## config.mk

```make
export PLATFORM = sky130hd
export DESIGN_NAME = instantaneous_frequency_estimator
export DESIGN_NICKNAME = d
export VERILOG_FILES = /design/src/design/ife_pkg.sv /design/src/design/instantaneous_frequency_estimator.sv
export VERILOG_INCLUDE_DIRS = /design/src /design/src/design
export SDC_FILE = /design/constraint.sdc
export NUM_CORES = 2
export LEC_CHECK = 0
export BUFFER_PORTS_ARGS = -buffer_cell sky130_fd_sc_hd__buf_2
export CAP_MARGIN = 20
export CORE_MARGIN = 5
export CORE_UTILIZATION = 35
export DETAILED_ROUTE_END_ITERATION = 12
export PLACE_DENSITY = 0.56
export REMOVE_ABC_BUFFERS = 1
export SLEW_MARGIN = 20
export SYNTH_ARGS = -nofsm -noshare
export SYNTH_HDL_FRONTEND = slang
export SYNTH_SLANG_ARGS = --single-unit
```

## constraint.sdc

```tcl
create_clock -name i_clk -period 8.6 [get_ports i_clk]
set_clock_uncertainty 0.05 [all_clocks]
set_input_delay 0.43 -clock i_clk [delete_from_list [all_inputs] [get_ports i_clk]]
set_output_delay 0.43 -clock i_clk [all_outputs]
set_load 0.01 [all_outputs]
```

## src/design/instantaneous_frequency_estimator_macros.svh

```systemverilog
// assertion macros for the instantaneous frequency estimator
`ifndef INSTANTANEOUS_FREQUENCY_ESTIMATOR_MACROS_SVH
`define INSTANTANEOUS_FREQUENCY_ESTIMATOR_MACROS_SVH

// same-cycle implication, disabled while in reset
`define IFE_ASSERT_NOW(label, ante, cons, msg) \
    label: assert property (@(posedge i_clk) disable iff (!i_rst_n) (ante) |-> (cons)) \
        else $error(msg);

// next-cycle implication, disabled while in reset
`define IFE_ASSERT_NEXT(label, ante, cons, msg) \
    label: assert property (@(posedge i_clk) disable iff (!i_rst_n) (ante) |=> (cons)) \
        else $error(msg);

`endif

```

## src/design/ife_pkg.sv

```systemverilog
// types and constants of the instantaneous frequency estimator
package ife_pkg;

    // binary angle, a full turn is 2^32
    typedef logic [31:0] t_angle;

    // datapath width: samples scaled to 40 bits plus cordic growth and sign
    localparam int XW = 42;
    localparam int SCALED_WIDTH = 40;

    localparam t_angle QUARTER_TURN       = 32'h4000_0000;
    localparam t_angle THREE_QUARTER_TURN = 32'hC000_0000;

    // atan(2^-i) as a fraction of a full turn, scaled by 2^32, rounded
    localparam t_angle ATAN_TURNS [0:31] = '{
        32'd536870912, 32'd316933406, 32'd167458907, 32'd85004756,
        32'd42667331,  32'd21354465,  32'd10679838,  32'd5340245,
        32'd2670163,   32'd1335087,   32'd667544,    32'd333772,
        32'd166886,    32'd83443,     32'd41722,     32'd20861,
        32'd10430,     32'd5215,      32'd2608,      32'd1304,
        32'd652,       32'd326,       32'd163,       32'd81,
        32'd41,        32'd20,        32'd10,        32'd5,
        32'd3,         32'd1,         32'd1,         32'd0
    };

endpackage

```

## src/design/instantaneous_frequency_estimator.sv

```systemverilog
// instantaneous frequency estimator: pipelined cordic atan2 and phase step
// a result item is registered in stage 0, in each rotation stage and in the result register before it shows on o_valid
// throughput: one item per cycle while the result side does not stall, set by one cordic rotation per pipeline stage
// stages compact around bubbles, so an item enters while a result waits to be taken
// reset (synchronous, active low) empties the pipeline and clears the stored phase
`include "instantaneous_frequency_estimator_macros.svh"

module instantaneous_frequency_estimator
    import ife_pkg::*;
#(
    parameter int SAMPLE_WIDTH  = 16,
    parameter int PHASE_WIDTH   = 16,
    parameter int CORDIC_STAGES = 16
) (
    input  logic                          i_clk,
    input  logic                          i_rst_n,
    // input item channel
    input  logic                          i_valid,
    output logic                          o_stall,
    input  logic signed [SAMPLE_WIDTH-1:0] i_in_phase,
    input  logic signed [SAMPLE_WIDTH-1:0] i_quadrature,
    input  logic                          i_block_start,
    // result item channel
    output logic                          o_valid,
    input  logic                          i_stall,
    output logic signed [PHASE_WIDTH:0]   o_freq_step
);

    localparam int GUARD_SHIFT = SCALED_WIDTH - SAMPLE_WIDTH;
    localparam int RND_SHIFT   = 32 - PHASE_WIDTH;
    // half an lsb of the final phase, zero when the phase keeps all 32 bits
    localparam t_angle ROUND_HALF = t_angle'((33'd1 << RND_SHIFT) >> 1);
    localparam logic [PHASE_WIDTH-1:0] HALF_TURN = {1'b1, {(PHASE_WIDTH-1){1'b0}}};

    // pipeline stage registers: stage 0 after pre-rotation, stage k after k rotations
    logic signed [XW-1:0]   r_x     [0:CORDIC_STAGES];
    logic signed [XW-1:0]   r_y     [0:CORDIC_STAGES];
    t_angle                 r_z     [0:CORDIC_STAGES];
    logic                   r_start [0:CORDIC_STAGES];
    logic                   r_zero  [0:CORDIC_STAGES];
    logic [CORDIC_STAGES:0] r_vld;

    // per-stage advance: a stage loads when it is empty or its item moves on
    logic [CORDIC_STAGES+1:0] w_adv;

    // phase-difference state and result register
    logic [PHASE_WIDTH-1:0]  r_prev;
    logic                    r_have;
    logic                    r_out_valid;
    logic signed [PHASE_WIDTH:0] r_freq;

    // result register is free when empty or being taken
    assign w_adv[CORDIC_STAGES+1] = !r_out_valid || !i_stall;

    genvar k;
    generate
        for (k = 0; k <= CORDIC_STAGES; k++) begin : g_adv
            assign w_adv[k] = !r_vld[k] || w_adv[k+1];
        end
    endgenerate

    assign o_stall = !w_adv[0];

    // scale the samples up to the full datapath precision
    logic signed [XW-1:0] w_x_in;
    logic signed [XW-1:0] w_y_in;
    logic signed [XW-1:0] n_x0;
    logic signed [XW-1:0] n_y0;
    t_angle               n_z0;

    assign w_x_in = XW'(i_in_phase) <<< GUARD_SHIFT;
    assign w_y_in = XW'(i_quadrature) <<< GUARD_SHIFT;

    // fold the left half-plane onto the right by a quarter-turn rotation
    always_comb begin
        n_x0 = w_x_in;
        n_y0 = w_y_in;
        n_z0 = '0;
        if (w_x_in[XW-1]) begin
            if (!w_y_in[XW-1]) begin
                n_x0 = w_y_in;
                n_y0 = -w_x_in;
                n_z0 = QUARTER_TURN;
            end else begin
                n_x0 = -w_y_in;
                n_y0 = w_x_in;
                n_z0 = THREE_QUARTER_TURN;
            end
        end
    end

    always_ff @(posedge i_clk) begin
        if (!i_rst_n) begin
            r_vld[0] <= 1'b0;
        end else if (w_adv[0]) begin
            r_vld[0] <= i_valid;
        end
    end

    always_ff @(posedge i_clk) begin
        if (w_adv[0]) begin
            r_x[0]     <= n_x0;
            r_y[0]     <= n_y0;
            r_z[0]     <= n_z0;
            r_start[0] <= i_block_start;
            // atan2 of the origin is defined as zero
            r_zero[0]  <= (i_in_phase == '0) && (i_quadrature == '0);
        end
    end

    // vectoring rotations, one per stage, driving y towards zero
    genvar i;
    generate
        for (i = 0; i < CORDIC_STAGES; i++) begin : g_stage
            always_ff @(posedge i_clk) begin
                if (!i_rst_n) begin
                    r_vld[i+1] <= 1'b0;
                end else if (w_adv[i+1]) begin
                    r_vld[i+1] <= r_vld[i];
                end
            end

            always_ff @(posedge i_clk) begin
                if (w_adv[i+1]) begin
                    if (!r_y[i][XW-1]) begin
                        r_x[i+1] <= r_x[i] + (r_y[i] >>> i);
                        r_y[i+1] <= r_y[i] - (r_x[i] >>> i);
                        r_z[i+1] <= r_z[i] + ATAN_TURNS[i];
                    end else begin
                        r_x[i+1] <= r_x[i] - (r_y[i] >>> i);
                        r_y[i+1] <= r_y[i] + (r_x[i] >>> i);
                        r_z[i+1] <= r_z[i] - ATAN_TURNS[i];
                    end
                    r_start[i+1] <= r_start[i];
                    r_zero[i+1]  <= r_zero[i];
                end
            end
        end
    endgenerate

    // round the angle to the output phase width, half rounds up
    t_angle                 w_round;
    logic [PHASE_WIDTH-1:0] w_phase;
    logic [PHASE_WIDTH-1:0] w_step;
    logic                   w_consume;
    logic                   w_emit;

    assign w_round = r_z[CORDIC_STAGES] + ROUND_HALF;
    assign w_phase = r_zero[CORDIC_STAGES] ? '0 : w_round[31:RND_SHIFT];

    // step modulo a full turn; above half a turn it wraps negative,
    // an exact half turn stays positive
    assign w_step    = w_phase - r_prev;
    assign w_consume = r_vld[CORDIC_STAGES] && w_adv[CORDIC_STAGES+1];
    // the first sample of a block, or after reset, only loads the stored phase
    assign w_emit    = !r_start[CORDIC_STAGES] && r_have;

    always_ff @(posedge i_clk) begin
        if (!i_rst_n) begin
            r_out_valid <= 1'b0;
            r_have      <= 1'b0;
            r_prev      <= '0;
        end else begin
            if (w_adv[CORDIC_STAGES+1]) begin
                r_out_valid <= w_consume && w_emit;
            end
            if (w_consume) begin
                r_have <= 1'b1;
                r_prev <= w_phase;
            end
        end
    end

    always_ff @(posedge i_clk) begin
        if (w_adv[CORDIC_STAGES+1]) begin
            r_freq <= {(w_step > HALF_TURN), w_step};
        end
    end

    assign o_valid     = r_out_valid;
    assign o_freq_step = r_freq;

    // a result only ever follows a stored phase
    `IFE_ASSERT_NOW(a_result_needs_prev, o_valid, r_have, "result item without a stored phase")

    // a negative step must come from a wrap above half a turn
    `IFE_ASSERT_NOW(a_wrap_range, o_valid && o_freq_step[PHASE_WIDTH], o_freq_step[PHASE_WIDTH-1:0] > HALF_TURN, "freq_step outside the wrapped range")

    // an accepted item always lands in the first stage
    `IFE_ASSERT_NEXT(a_accept_loads, i_valid && !o_stall, r_vld[0], "accepted item lost at the pipeline entry")

endmodule

```

==> summary.md <==
| Metric | Value |
|---|---|
| Outcome | finished clean |
| Clock slew at reported path FFs | 60 ps |
| Drt initial violations | 5,926 |
| Mux share of post-synthesis cell area | 0.4514% |
| Buffers added on ports | between 50 and 60 |
| EDFF count, synth | ~1.4k |
| Setup crit end kind | register |
| Routed WL | around 330,000 um |
| Number of buffers created by CTS | between 150 and 200 |
| Vias/cell | about 5.3 |
| H-Tree Level Count | 4 |
| Post-synth top area share | 35.28% |
| Initial core utilization | 35.17% |
| CTS max path bufs | 4 |
| Share of layout cells above drive strength 1 | 4.401% |
| Worst-Margin Slew | 1111 ps |
| Worst EP arrival | 7870 ps |
| Initial antenna violation count | 4 |
| Area of the multi-input gates | 76,190 um^2 |
| Fraction of the mapped netlist area in compound gates | 19.67% |
| Placed cell area | around 130,000 um^2 |
| FP Rows | 217 |
| Mean Syn Cell Area | 9.538 um^2 |
| Unrepaired setup endpoints after global routing | no |
| Min Clock Period, post-route | between 7000 and 8000 ps |
| Area growth syn-to-layout | 10.14% |
| TNS Setup | 0 ps |
| Total grt overflow | 0 |
| Slew Limit Fails | 0 |
| Die Ht | between 600 and 700 um |
| Max-slew headroom | 25.93% |
| Antenna violation net count after detailed routing | 0 |
| Fill cells | 34.86k |
| Period utilization | a little under nine tenths |
| Global-route wire length before repair | 513,400 um |
| Area of the die | 363,600 um^2 |
| Largest net degree at the start of global routing | 83 |
| Clock tree root driver cell | clkbuf_16 |
| WL per Instance | between 15 and 20 um |
| CTS tree | done |
| Gr usage total | 17.32% |
| Distinct cells, synth | ~100 |
| Min-delay worst type | input pin to register |
| Synth async-reset ratio | 0% |
| Top cells by area, synth | edfxtp_1 35%, ha_1 14%, xnor2_1 8.6%, a21oi_1 4.8%, xor2_1 4.7% |
| RePlAce Congestion | 0.9047 |
| FF+latch count, synth | roughly 1.5k |
| Register area | 44,120 um^2 |
| Clk_lat worst skew | 880 ps |
| Slowest stage cell on the critical path | o41ai_4 |
| Mapped Area | 123,100 um^2 |
| Max Fclk | 136.4 MHz |
| Synth Area in Adders | between 10% and 20% |
| Max-cap violations | 0 |
| Post-Synthesis Cells | 12.90k |
| Crit path kind | register to register |
| Sequential cell area fraction in the yosys report | 35.85% |
| DRC | 0 |
| DPL Wire Length | 261,200 um |
| Total number of vias | 95.02k |
| Most frequent cells in the layout | 1,446 x edfxtp_1, 1,378 x ha_1, 1,213 x xnor2_1 |
| Most common cell after layout, fill and taps aside | edfxtp_1 |
| Largest family of logic cells by synthesized area | compound AO/OA/AOI/OAI gates |
| Vias in the first global route | 91.10k |
| Final setup margin | 1266 ps |
| Post-CTS Resized | 0 |
| Pre-CTS setup slack | 1290 ps |
| Final nets | 14.50k |
| Critical Path Max Stage Delay | a little over 800 ps |
| Max FO, Critical Path | 50 |
| Hold WS | 136.8 ps |
| Cell taking the most area after synthesis | edfxtp_1 |
| First-pass DRT Iterations | 6 |
| Crit-path cells | nand4_1 > o41ai_4 > buf_4 > o31ai_1 > xnor2_1 > ha_1 > fa_1 > a21o_1 > a21oi_1 > o21bai_1 > a2111oi_0 > o21ai_0 > a31oi_1 > o311ai_0 > a31oi_1 > o21bai_1 > a21oi_1 > mux2i_1 > nand4_1 |
| Worst setup SP type | register |
| IO Count | between 50 and 60 |
| Post-layout instance area | about 140,000 um^2 |
| Yosys warns | 0 |
| Critical Path RT | 9140 ps |
| Core box area | 350,000 um^2 |
| Simple-gate share of the synthesized area | 13.82% |
| Clock Sinks | 1,481 |
| Main synth FF type | edfxtp_1 |
| Setup violators final | 0 |
| DIE WIDTH | 603.0 um |
| Xor/xnor share of the synthesized area | 13.34% |
| Final Hold Viols | 0 |
## per-layer routing
layer  GRT usage [%]  share of wire [%]
met1           22.33                 45
met2           30.21                 48
met3           1.848                3.7
met4           5.789                3.6
met5               0                  0
## final timing paths
kind,from,endpoint,slack [ps],depth (start not counted)
setup / recovery,r_vld[11],r_y[8][41],1270,19
hold / removal,i_in_phase[15],r_z[0][30],140,2
setup reg to reg,r_vld[11],r_y[8][41],1270,19
hold reg to reg,r_zero[0][4],r_zero[0][5],370,0
## area by class of cell
type	instances	share of cell area, %
Clock buffer	221	3.567
Inverter	556	1.547
Multi-Input combinational cell	10664	56.20
Sequential cell	1481	32.55
Tap cell	4599	4.245
Clock inverter	111	0.9562
Timing Repair Buffer	168	0.9249
Antenna cell	4	0.007384
## flip-flops by register name (all words and copies together) (netlist names)
name,cells
r_have,1
r_vld,17
r_z,427
r_y,488
r_prev,16
o_valid,1
o_freq_step,17
r_zero,17
r_x,480
r_start,17
## Yosys cell counts, types with 24 or more instances
library cell     n
nand2_1        834
or2_2           60
nor3_1         336
a21o_1         509
o211ai_1        47
o41ai_1         76
a211o_1         36
xor2_1         661
o21bai_1       172
a21boi_0        78
xnor2_1       1213
o31ai_1        211
nand4_1         99
nand3_1        231
dfxtp_1         35
nor4_1          79
a31oi_1        122
or4_1           49
a211oi_1        81
o21ai_0        778
fa_1            33
and2_1          74
a21oi_1       1169
nand2b_1       208
clkbuf_1       177
nor2_1        1013
o21a_1         190
inv_1          541
edfxtp_1      1446
nor2b_1        165
or3_1          138
mux2i_1         42
nand3b_1        24
ha_1          1378
and3_1         132
a31o_2          29
## cell families after synthesis
group,count (synthesis)
compound gates,3802
other cells,1
fa+ha+maj,1411
buf+inv,760
mux,54
simple gates,3521
xor+xnor,1874
flops,1481
## per-stage QoR
stage | cells | util, %
2_1_floorplan | 12701 | -
3_5_place_dp | 17416 | 36.83
3_3_place_gp | 17416 | 36.83
4_1_cts | 17800 | 38.73
6_report | 17804 | 38.73
5_1_grt | 17800 | 38.73
## timing repair
item                                    CTS  global route
hold buffers                             52             0
setup buffers                             0             0
endpoints found under the hold margin    37             0
endpoints found under the setup margin    0             0
## critical path: cells and delay by family, from the launching register on
family / cells / cell delay, ps
xor gates and xnor gates: 1 / 160
adders and majority gates: 2 / 610
AOI/OAI and AO/OA: 12 / 4050
muxes: 1 / 230
buffers and inverters: 1 / 590
and+or+nand+nor: 2 / 810
DFF: 1 / 510
Power is not shown: default switching activity piles up to over one toggle a cycle in this logic, so the estimate is an artifact.
